<file path="src/hw/rtl/rsi_pkg.sv">
`default_nettype none

package rsi_pkg;

    localparam int FRAC_BITS = 16;

    localparam int CW      = 32;
    localparam int EW      = CW + 1;
    localparam int DD_W    = 2 * CW;
    localparam int DE_W    = CW + EW;
    localparam int AW      = 2 * CW;
    localparam int HW      = DE_W + 1;
    localparam int CM_W    = DE_W;
    localparam int CHI_W   = CM_W - CW;
    localparam int SQ_W    = 2 * CM_W;
    localparam int RAD_W   = CW - 1;
    localparam int RR_W    = 2 * RAD_W;
    localparam int AR_W    = AW + RR_W;
    localparam int DW      = SQ_W + 2;
    localparam int SW      = AR_W / 2;
    localparam int VW      = 2 * SW;
    localparam int RW      = SW + 2;
    localparam int RS_W    = RW + 2;
    localparam int QW      = CW;
    localparam int NUM_W   = HW + 1;
    localparam int MAG_W   = HW;
    localparam int NF_W    = MAG_W + FRAC_BITS;
    localparam int NH_W    = NF_W - QW;
    localparam int CFG_IDX_W = 8;

    localparam int FRONT_STAGES = 8;
    localparam int PREP_STAGES  = 3;
    localparam int LATENCY      = FRONT_STAGES + SW + PREP_STAGES + QW + 1;

    localparam logic [QW-1:0] SAT_MAX = {1'b0, {(QW-1){1'b1}}};
    localparam logic [QW-1:0] SAT_MIN = {1'b1, {(QW-1){1'b0}}};
    localparam logic [QW-1:0] NO_HIT  = ~(({{(QW-1){1'b0}}, 1'b1} << FRAC_BITS)
                                          - {{(QW-1){1'b0}}, 1'b1});
    localparam logic [RAD_W-1:0] RADIUS_RESET = {{(RAD_W-1){1'b0}}, 1'b1} << FRAC_BITS;

    typedef logic signed [EW-1:0]    t_e;
    typedef logic        [CM_W-1:0]  t_cm;
    typedef logic        [SQ_W-1:0]  t_sqw;
    typedef logic        [AR_W-1:0]  t_ar;
    typedef logic        [DW-1:0]    t_dw;
    typedef logic        [AW-1:0]    t_a;
    typedef logic signed [NUM_W-1:0] t_num;
    typedef logic        [MAG_W-1:0] t_mag;

    // one beat in the square root chain
    typedef struct packed {
        logic                  valid;
        logic                  zd;
        logic                  miss;
        logic [AW-1:0]         a;
        logic signed [HW-1:0]  h;
        logic [VW-1:0]         v;
        logic [RW-1:0]         rem;
        logic [SW-1:0]         root;
    } t_sq;

    // one root in the divider chain
    typedef struct packed {
        logic          neg;
        logic          ovf;
        logic [AW-1:0] rem;
        logic [QW-1:0] lq;
    } t_lane;

    typedef struct packed {
        logic          valid;
        logic          zd;
        logic          miss;
        logic [AW-1:0] a;
        t_lane         ln;
        t_lane         lf;
    } t_dv;

endpackage

`default_nettype wire

</file>
<file path="src/hw/rtl/rsi_div_cell.sv">
`default_nettype none

module rsi_div_cell (
    input  wire logic          i_clk,
    input  wire logic          i_rst_n,
    input  wire rsi_pkg::t_dv  i_s,
    output rsi_pkg::t_dv       o_s
);

    rsi_pkg::t_dv n_s;
    rsi_pkg::t_dv r_s;

    // one quotient bit, restoring
    function automatic rsi_pkg::t_lane div_step(rsi_pkg::t_lane l,
                                                logic [rsi_pkg::AW-1:0] a);
        logic [rsi_pkg::AW:0] r2;
        logic [rsi_pkg::AW:0] diff;
        logic                 ge;
        rsi_pkg::t_lane       n;
        n    = l;
        r2   = {l.rem, l.lq[rsi_pkg::QW-1]};
        diff = r2 - {1'b0, a};
        ge   = r2 >= {1'b0, a};
        n.rem = ge ? diff[rsi_pkg::AW-1:0] : r2[rsi_pkg::AW-1:0];
        n.lq  = {l.lq[rsi_pkg::QW-2:0], ge};
        return n;
    endfunction

    always_comb begin
        n_s    = i_s;
        n_s.ln = div_step(i_s.ln, i_s.a);
        n_s.lf = div_step(i_s.lf, i_s.a);
    end

    always_ff @(posedge i_clk) begin
        r_s <= n_s;
        if (!i_rst_n) begin
            r_s.valid <= 1'b0;
        end
    end

    assign o_s = r_s;

endmodule

`default_nettype wire
</file>
<file path="config.mk">
export PLATFORM = sky130hd
export DESIGN_NAME = rsi_div_cell
export DESIGN_NICKNAME = d
export VERILOG_FILES = /design/src/hw/rtl/rsi_pkg.sv /design/src/hw/rtl/rsi_div_cell.sv
export SDC_FILE = /design/constraint.sdc
export NUM_CORES = 1
export LEC_CHECK = 0
export BUFFER_PORTS_ARGS = -buffer_cell sky130_fd_sc_hd__buf_2
export CAP_MARGIN = 20
export CORE_AREA = 3 3 202 204
export DETAILED_ROUTE_END_ITERATION = 8
export DIE_AREA = 0 0 205 207
export PLACE_DENSITY = 0.66
export SYNTH_ARGS = -nofsm -noshare
export SYNTH_HDL_FRONTEND = slang
export SYNTH_SLANG_ARGS = --single-unit
</file>
<file path="constraint.sdc">
create_clock -name i_clk -period 3.17 [get_ports i_clk]
set_input_delay 0.7925 -clock i_clk [delete_from_list [all_inputs] [get_ports i_clk]]
set_output_delay 0.7925 -clock i_clk [all_outputs]
set_load 0.1 [all_outputs]
</file>
==> flow_summary.json <==
{
  "ys_seq_area_share_pct": 35.2,
  "clk_pin_slew_ns": 0.07,
  "grt_pass1_wl_um": 96100,
  "worstMarginPinSlew_ns": 0.615,
  "slew_violations": 0,
  "gp_congestion": 0.943,
  "place_inst": 3312,
  "fill_cells": 3461,
  "synth_top_cell_by_area": "dfxtp_1",
  "dpl.hpwl_um": 52400,
  "synth_fa_ha_area_share_pct": 11.0,
  "clockBufferDepth": 3,
  "root_buffer": "clkbuf_16",
  "dr_total_vias": 17500,
  "grt_setup_unrepaired": "true",
  "synth-edff-count": 0,
  "cp.required_ns": 3.61,
  "fin_cells": 3404,
  "holdBufCountCts": 0,
  "synth.area.mux_share_pct": 2.63,
  "vias_per_cell": 5.14,
  "clkSinkCount": 263,
  "start_util_pct": 37.9,
  "place_ws_ns": -0.863,
  "ir_worst_vdd_mv": 0.617,
  "fin_util_pct": 62.7,
  "io_buffers": 527,
  "max-cap-violations": 0,
  "design.core.area_um2": 39500,
  "hold_start": "i_s[221]",
  "leakagePower_nw": 12.1,
  "setup_slack_ns": -0.0626,
  "fmax_ghz": 0.309,
  "io_pins": 528,
  "antenna_found_initial": 9,
  "crit_fanout": 7,
  "globalRouteOverflowTotal": 0,
  "fin_crit_ns": 3.23,
  "synth_top_family_by_area": "compound AO/OA/AOI/OAI gates",
  "synth_top_flop_cell": "dfxtp_1",
  "hold_viol": 0,
  "synth-seq-cells": 263,
  "netlist.area_leader.share_pct": 35.2,
  "cts_inserted_buffers": 28,
  "maxSlewHeadroom_pct": 58.7,
  "synth.avg_cell_area_um2": 8.36,
  "cp-start-kind": "primary input",
  "h-tree-depth": 1,
  "path_class": "primary input to flop",
  "status": "complete, but fails checks",
  "synth_compound_area_share_pct": 23.7,
  "worst_hold_slack_ns": 0.302,
  "power.density_nw_per_um2": 600,
  "drive_gt1_share_pct": 48.0,
  "grt.total_usage_pct": 28.5,
  "row_count": 73,
  "ff_latch_area_um2": 5270,
  "grt_pass1_vias": 17500,
  "die_width_um": 205,
  "yosysWarnings": 0,
  "synthSimpleGateAreaFrac_pct": 15.6,
  "wirelength_um": 66000,
  "chipHeight_um": 207,
  "fin_nets": 3247,
  "synth_xor_area_share_pct": 6.91,
  "hp-class": "primary input to flop",
  "cp.arrival_ns": 3.67,
  "grt_max_degree": 24,
  "drt_iter0_markers": 1102,
  "largest_reg_flops": 263,
  "syn_area_um2": 15000,
  "synth_cells": 1788,
  "synth_fp_nets": 2183,
  "holdPathEnd": "o_s[221]$_DFF_P_",
  "end_kind": "flop",
  "postRouteAntennaNets": 0,
  "synth_most_common_cell": "dfxtp_1",
  "setup_viol": 1,
  "finalCritPeriodShare_pct": 102,
  "tritoncts": "yes",
  "die_area_um2": 42400,
  "synth.distinct_cells": 84,
  "drc_errors": 0,
  "whs_path_depth": 1,
  "synth_top_cells_by_count": "dfxtp_1, a21oi_1, nor2_1, nand2_1, ha_1",
  "post_drt_wl_per_cell_um": 19.4,
  "synth_area_leaders": "dfxtp_1, ha_1, a21oi_1",
  "multi_input_area_um2": 10100,
  "violations": "setup timing",
  "synthArstFlopShare_pct": 0,
  "dr.pass1.iters": 6,
  "syn2layout_area_growth_pct": 65.4
}
## how the worst max path moves through the flow
stage	from	endpoint	slack, ns	depth (start not counted)
finish	i_s[201]	o_s[77]$_DFF_P_	-0.06	18
global route	i_s[201]	o_s[77]$_DFF_P_	-0.08	18
CTS	i_s[201]	o_s[87]$_DFF_P_	-0.02	17
detailed placement	i_s[223]	o_s[151]$_DFF_P_	-0.86	17
global placement	i_s[229]	o_s[151]$_DFF_P_	-0.88	17
floorplan	i_s[230]	o_s[42]$_DFF_P_	-0.06	13
## per-layer routing
metal	part of all wire, %	track usage, %	vias up
met5	0.049	0	-
met4	3.2	9.45	4
met3	6.4	3.49	115
met2	49	49.7	658
met1	42	36.2	8194
li1	-	-	8512
## placed cells by master (no fill, tap or decap), types with 33 or more instances in the layout
master / count
o21ai_0: 70
clkbuf_16: 33
nor2_1: 182
buf_4: 550
a21oi_2: 38
ha_1: 96
xor2_1: 55
a21oi_1: 201
buf_2: 513
a21o_1: 52
nand4_1: 39
xnor2_1: 63
nand2_1: 126
inv_1: 72
dfxtp_1: 263
## worst max-delay path, cell delays in order
cell,delay (ns)
buf_6,0.10
inv_4,0.05
ha_4,0.20
buf_6,0.11
buf_6,0.12
and4_1,0.15
o21ai_2,0.07
a21oi_2,0.07
o21a_2,0.27
a21oi_4,0.20
o41ai_4,0.07
buf_4,0.17
buf_6,0.13
a31oi_4,0.24
buf_6,0.14
nor2_4,0.03
or4_4,0.51
a41o_1,0.23
## cell type report
| type | count | share of cell area (%) |
|---|---|---|
| flip-flops and latches | 263 | 21.3 |
| inverters | 93 | 1.54 |
| repair buffers | 1112 | 30.0 |
| well taps | 525 | 2.66 |
| diodes | 7 | 0.0708 |
| clock buffers | 39 | 3.41 |
| clock inverters | 11 | 0.329 |
| multi-input cells | 1354 | 40.7 |
## power breakdown
part	internal, mW	switching [mW]
registers	3.76	0.134
logic	2.23	5.43
clock network	1.86	1.43
## cells by family (layout without fill, tap and decap cells)
kind of cell / after synthesis / count (layout)
multiplexers: 35 / 35
flip-flops: 263 / 263
AND/OR/NAND/NOR: 505 / 505
adder cells (fa/ha/maj): 130 / 130
other: 0 / 7
AO/OA/AOI/OAI: 566 / 566
buffers and inverters: 171 / 1255
XOR/XNOR: 118 / 118
## per-stage QoR
stage               instance area (um^2)  total power [mW]  setup TNS, ns
floorplan                          15200              9.04          -1.05
global placement                   22300              11.1         -83.41
detailed placement                 22300              11.1         -83.50
CTS                                24000              14.7         -0.115
global route                       24700              15.4         -0.680
finish                             24700              14.8        -0.0626
## repair_timing
item                                   in CTS  in global routing
buffers inserted                           20                 17
setup endpoints to repair                  96                129
pin swaps                                  19                 39
resized for setup                          91                156
endpoints found under the hold margin       0                  0
gates cloned                                7                  4
No activity file was read; power rests on OpenSTA's default activity.
