==> src/hw/rtl/rsi_pkg.sv <==
`default_nettype none

package rsi_pkg;

    localparam int FRAC_BITS = 16;

    localparam int CW      = 32;
    localparam int EW      = CW + 1;
    localparam int DD_W    = 2 * CW;
    localparam int DE_W    = CW + EW;
    localparam int AW      = 2 * CW;
    localparam int HW      = DE_W + 1;
    localparam int CM_W    = DE_W;
    localparam int CHI_W   = CM_W - CW;
    localparam int SQ_W    = 2 * CM_W;
    localparam int RAD_W   = CW - 1;
    localparam int RR_W    = 2 * RAD_W;
    localparam int AR_W    = AW + RR_W;
    localparam int DW      = SQ_W + 2;
    localparam int SW      = AR_W / 2;
    localparam int VW      = 2 * SW;
    localparam int RW      = SW + 2;
    localparam int RS_W    = RW + 2;
    localparam int QW      = CW;
    localparam int NUM_W   = HW + 1;
    localparam int MAG_W   = HW;
    localparam int NF_W    = MAG_W + FRAC_BITS;
    localparam int NH_W    = NF_W - QW;
    localparam int CFG_IDX_W = 8;

    localparam int FRONT_STAGES = 8;
    localparam int PREP_STAGES  = 3;
    localparam int LATENCY      = FRONT_STAGES + SW + PREP_STAGES + QW + 1;

    localparam logic [QW-1:0] SAT_MAX = {1'b0, {(QW-1){1'b1}}};
    localparam logic [QW-1:0] SAT_MIN = {1'b1, {(QW-1){1'b0}}};
    localparam logic [QW-1:0] NO_HIT  = ~(({{(QW-1){1'b0}}, 1'b1} << FRAC_BITS)
                                          - {{(QW-1){1'b0}}, 1'b1});
    localparam logic [RAD_W-1:0] RADIUS_RESET = {{(RAD_W-1){1'b0}}, 1'b1} << FRAC_BITS;

    typedef logic signed [EW-1:0]    t_e;
    typedef logic        [CM_W-1:0]  t_cm;
    typedef logic        [SQ_W-1:0]  t_sqw;
    typedef logic        [AR_W-1:0]  t_ar;
    typedef logic        [DW-1:0]    t_dw;
    typedef logic        [AW-1:0]    t_a;
    typedef logic signed [NUM_W-1:0] t_num;
    typedef logic        [MAG_W-1:0] t_mag;

    // one beat in the square root chain
    typedef struct packed {
        logic                  valid;
        logic                  zd;
        logic                  miss;
        logic [AW-1:0]         a;
        logic signed [HW-1:0]  h;
        logic [VW-1:0]         v;
        logic [RW-1:0]         rem;
        logic [SW-1:0]         root;
    } t_sq;

    // one root in the divider chain
    typedef struct packed {
        logic          neg;
        logic          ovf;
        logic [AW-1:0] rem;
        logic [QW-1:0] lq;
    } t_lane;

    typedef struct packed {
        logic          valid;
        logic          zd;
        logic          miss;
        logic [AW-1:0] a;
        t_lane         ln;
        t_lane         lf;
    } t_dv;

endpackage

`default_nettype wire

==> src/hw/rtl/rsi_sqrt_cell.sv <==
`default_nettype none

module rsi_sqrt_cell (
    input  wire logic          i_clk,
    input  wire logic          i_rst_n,
    input  wire rsi_pkg::t_sq  i_s,
    output rsi_pkg::t_sq       o_s
);

    logic [rsi_pkg::RS_W-1:0] n_rs;
    logic [rsi_pkg::RS_W-1:0] n_trial;
    logic [rsi_pkg::RS_W-1:0] n_diff;
    logic                     n_ge;
    rsi_pkg::t_sq             n_s;
    rsi_pkg::t_sq             r_s;

    // one root bit per cell
    always_comb begin
        n_s     = i_s;
        n_rs    = {i_s.rem, i_s.v[rsi_pkg::VW-1 -: 2]};
        n_trial = {2'b00, i_s.root, 2'b01};
        n_diff  = n_rs - n_trial;
        n_ge    = n_rs >= n_trial;
        n_s.rem  = n_ge ? n_diff[rsi_pkg::RW-1:0] : n_rs[rsi_pkg::RW-1:0];
        n_s.root = {i_s.root[rsi_pkg::SW-2:0], n_ge};
        n_s.v    = {i_s.v[rsi_pkg::VW-3:0], 2'b00};
    end

    always_ff @(posedge i_clk) begin
        r_s <= n_s;
        if (!i_rst_n) begin
            r_s.valid <= 1'b0;
        end
    end

    assign o_s = r_s;

endmodule

`default_nettype wire

==> config.mk <==
export PLATFORM = sky130hd
export DESIGN_NAME = rsi_sqrt_cell
export DESIGN_NICKNAME = d
export VERILOG_FILES = /design/src/hw/rtl/rsi_pkg.sv /design/src/hw/rtl/rsi_sqrt_cell.sv
export SDC_FILE = /design/constraint.sdc
export NUM_CORES = 1
export LEC_CHECK = 0
export BUFFER_PORTS_ARGS = -buffer_cell sky130_fd_sc_hd__clkbuf_2
export CAP_MARGIN = 10
export CORE_AREA = 2 2 305 307
export DETAILED_ROUTE_END_ITERATION = 10
export DIE_AREA = 0 0 307 309
export GPL_ROUTABILITY_DRIVEN = 0
export MAX_ROUTING_LAYER = met4
export PLACE_DENSITY = 0.44
export REMOVE_ABC_BUFFERS = 1
export SYNTH_ARGS = -nofsm -noshare
export SYNTH_HDL_FRONTEND = slang
export SYNTH_SLANG_ARGS = --single-unit
==> constraint.sdc <==
create_clock -name i_clk -period 6.9 [get_ports i_clk]
set_clock_uncertainty 0.1 [all_clocks]
set_input_delay 0.69 -clock i_clk [delete_from_list [all_inputs] [get_ports i_clk]]
set_output_delay 0.69 -clock i_clk [all_outputs]
set_load 0.005 [all_outputs]
==> flow_summary.ini, run 1 <==
[placed_design]
dp.cells = 3100
port_buffers = 773
hpwlAfterDp_mm = 68.7

[floorplan]
start_util = 0.140
die_x_microns = 307
ios = 776
row_count = 111
die_h_microns = 309

[logic_synthesis]
syn-instance-count = 1182
synth_top_area_frac = 0.601
async_flop_share = 0
synth_edf_count = 0
synth_area_sq_um = 12800
yosysWarningCount = 0
synth_seq_cells = 385
netlist_top_cells_area = dfxtp_1 60%, ha_1 6.3%, a21oi_1 3.2%
synth_sequential_area_ratio = 0.601
ys.flop_type = dfxtp_1
yosys.cell_types.count = 66
synth_top_area_cell = dfxtp_1
syn_avg_cell_area_sq_um = 10.9

[run_status]
status = aborted with a tool error
firstError = [ERROR DRT-0255] Maze Route cannot find path of net i_clk in worker of routeBox ( 289800 193200 ) ( 307000 241500 ).
haltStage = detailed routing (5_2_route)

[global_routing]
grt_usage = 0.164
grt_pass1_wl_mm = 103
antenna_found_initial = 35
grt_max_degree = 88
grt_remaining_overflow = 0
first_global_vias = 12100

[clocking]
cts_resized = 0
cts_made_buffers = 50
clockRootBuffer = clkbuf_16
cts_htree_levels = 2
post_cts_buffers = 0
cts.sink_count = 385
clockBufferDepth = 3
cts_hold_buf = 18
synthesized netlist by cell type, drive strengths merged, types with 5 or more instances:
master and n:
a21oi 123, nor3 11, nand2b 5, nand3 14
o211ai 5, dfxtp 385, inv 88, o21a 6
o31ai 6, and2 6, nand4 33, a211oi 9
xor2 21, xnor2 39, nand2 54, buf 21
clkbuf 24, ha 65, o21bai 9, mux2 12
a21o 34, a31oi 6, o21ai 44, nor2 102
per-stage QoR:
| step | setup slack [ps] | utilization | cell area, sq um |
|---|---|---|---|
| floorplan | 743 | - | 12600 |
| global placement | 2590 | 0.197 | 18000 |
| detailed placement | 2530 | 0.197 | 18000 |
| CTS | 3200 | 0.217 | 19800 |
| global route | 3060 | 0.218 | 19900 |
routing by layer:
| layer | GRT usage |
|---|---|
| met5 | - |
| met4 | 0.0533 |
| met3 | 0.0593 |
| met2 | 0.291 |
| met1 | 0.168 |
cells by family after synthesis:
group / synth area share
xor gates and xnor gates: 0.0410
and+or+nand+nor: 0.0893
buffers and inverters: 0.0449
AOI/OAI and AO/OA: 0.149
adders and majority gates: 0.0634
muxes: 0.0113
DFF: 0.601
other: 0.000292
==> inputs of run 2 (changes only) <==
--- a/config.mk
+++ b/config.mk
@@ -7,12 +7,11 @@
 export LEC_CHECK = 0
 export BUFFER_PORTS_ARGS = -buffer_cell sky130_fd_sc_hd__clkbuf_2
 export CAP_MARGIN = 10
-export CORE_AREA = 2 2 305 307
+export CORE_AREA = 2 2 300 302
 export DETAILED_ROUTE_END_ITERATION = 10
-export DIE_AREA = 0 0 307 309
+export DIE_AREA = 0 0 302 304
 export GPL_ROUTABILITY_DRIVEN = 0
-export MAX_ROUTING_LAYER = met4
-export PLACE_DENSITY = 0.44
+export PLACE_DENSITY_LB_ADDON = 0.15
 export REMOVE_ABC_BUFFERS = 1
 export SYNTH_ARGS = -nofsm -noshare
 export SYNTH_HDL_FRONTEND = slang
==> flow_summary.ini, run 2 <==
[detailed_routing]
drt_iter0_markers = 497
drc = 0
drt_wl_total_mm = 80.0
post_drt_via_cell_ratio = 3.72
wire_per_inst_microns = 25.0
drt_pass1_iterations = 5
route.vias.total = 11900
detail-route-antenna-nets = 0

[logic_synthesis]
syn_avg_cell_area_sq_um = 10.9
async_flop_share = 0
yosysWarningCount = 0
netlist_top_cells_area = dfxtp_1 60%, ha_1 6.3%, a21oi_1 3.2%
syn-instance-count = 1182
synth_seq_cells = 385
synth_edf_count = 0
synth_top_area_frac = 0.601
ys.flop_type = dfxtp_1
synth_top_area_cell = dfxtp_1
synth_sequential_area_ratio = 0.601
synth_commonest_cells = 385 x dfxtp_1, 101 x nor2_1, 88 x inv_1, 83 x a21oi_1, 65 x ha_1
yosysMostFrequentCell = dfxtp_1
yosys.cell_types.count = 66
synth_area_sq_um = 12800

[cells_and_area]
fin_nets = 2423
largest_reg_flops = 385
drive_gt1_frac = 0.463
final_util = 0.223
fin_cells = 3196
final_area_sq_um = 19900
final_common_cell = clkbuf_2
syn_to_final_growth_pct = 55.0
final_cell_mix = 773 x clkbuf_2, 385 x dfxtp_1, 101 x nor2_1

[critical_path]
path_max_fanout = 43
max_stage_delay_ps = 630
required_ps = 7300
crit_slowest_cell = o21ai_0
crit_family = compound AO/OA/AOI/OAI gates
arrival_ps = 4250
cp-end-kind = flip-flop
start_kind = input pin
path_buf_inv = 3
critical_path_class = input pin to flip-flop
crit_chain = clkbuf_2, inv_1, ha_1, a21oi_1, o21ai_0, nor2_1, a32oi_1, o21ai_1, nor2_4, a41oi_4, o21ai_4, buf_4, mux2_2

[timing]
tightest_slew_ps = 848
tns_ps = 0
period_share = 0.557
max_freq_mhz = 260
fin_ws_ps = 3060
drv_slew = 0
hold_violations = 0
min_period_ps = 3840
slew_headroom = 0.430
setup_viol = 0
rsz0062_at_grt = false
whs_ps = 53.8

[clocking]
post_cts_buffers = 0
cts.sink_count = 385
clockRootBuffer = clkbuf_16
clkTransAtPathRegs_ps = 70
clockBufferDepth = 3
cts_tree = yes
cts_made_buffers = 50
cts_htree_levels = 2

[job]
maxCapViolCount = 0

[floorplan]
ios = 776
die_h_microns = 304
core_area_sq_um = 89000
row_count = 110
start_util = 0.144
die_x_microns = 302
die_area_sq_um = 91800

[global_routing]
first_global_vias = 12700
grt_pass1_wl_mm = 106
antenna_found_initial = 58
grt_usage = 0.169
grt_max_degree = 77
grt_remaining_overflow = 0

[power_and_ir_drop]
pwr_density_cell_nw_per_um2 = 322
irDropWorstVdd_uv = 266
p_leak_nw = 9.70
design_power_total_mw = 6.40

[placed_design]
hpwlAfterDp_mm = 69.1
dp.cells = 3090
place_area_sq_um = 18000
dp_slack_ps = 2390
port_buffers = 773

[hold_path]
whs_path_depth = 1
min_to = o_s[375]$_DFF_P_
hold_class = input pin to flip-flop
worstHoldStart = i_s[375]

[run_status]
status = finished, final reports clean
==> run 2: cell type report <==
class	instances	area (sq um)
multi-input cells	665	4560
clock inverters	27	438
repair buffers	779	3930
diodes	10	25.0
clock buffers	66	1420
well taps	1176	1470
fillers	9763	69200
inverters	88	330
flip-flops and latches	385	7710
==> run 2: timing repair <==
action,in CTS,in global routing
hold buffers,3,0
hold endpoints to repair,3,0
gates resized for setup,0,0
==> run 2: cell families (layout without fill, tap and decap cells) <==
logic type | count (synthesis) | after routing | share of synthesized area
other | 1 | 12 | 0.000292
flip-flops | 385 | 385 | 0.601
AND/OR/NAND/NOR | 247 | 247 | 0.0893
adder cells (fa/ha/maj) | 65 | 65 | 0.0634
buffers and inverters | 133 | 960 | 0.0449
AO/OA/AOI/OAI | 278 | 278 | 0.149
XOR/XNOR | 60 | 60 | 0.0410
multiplexers | 13 | 13 | 0.0113
==> run 2: where the power goes <==
group	switching [mW]	internal [mW]	total, mW	leakage (nW)
Sequential	0.0591	2.41	2.47	3.25
Clock	1.13	1.83	2.96	0.893
Combinational	0.555	0.413	0.968	5.56
==> run 2: routing by layer <==
layer	track usage	wire length [microns]	vias up
met5	0	428	-
met4	0.0562	2630	72
li1	-	-	5632
met2	0.303	40000	545
met1	0.160	27200	5491
met3	0.0970	9790	164
==> run 2: how the worst max path moves through the flow <==
stage | start | cells past startpoint | end
3_3_place_gp | i_s[30] | 13 | o_s[66]$_DFF_P_
6_report | i_s[30] | 13 | o_s[67]$_DFF_P_
2_1_floorplan | i_s[2] | 12 | o_s[120]$_DFF_P_
5_1_grt | i_s[30] | 13 | o_s[70]$_DFF_P_
4_1_cts | i_s[30] | 13 | o_s[66]$_DFF_P_
3_5_place_dp | i_s[30] | 13 | o_s[66]$_DFF_P_
No activity file was read; power rests on OpenSTA's default activity.
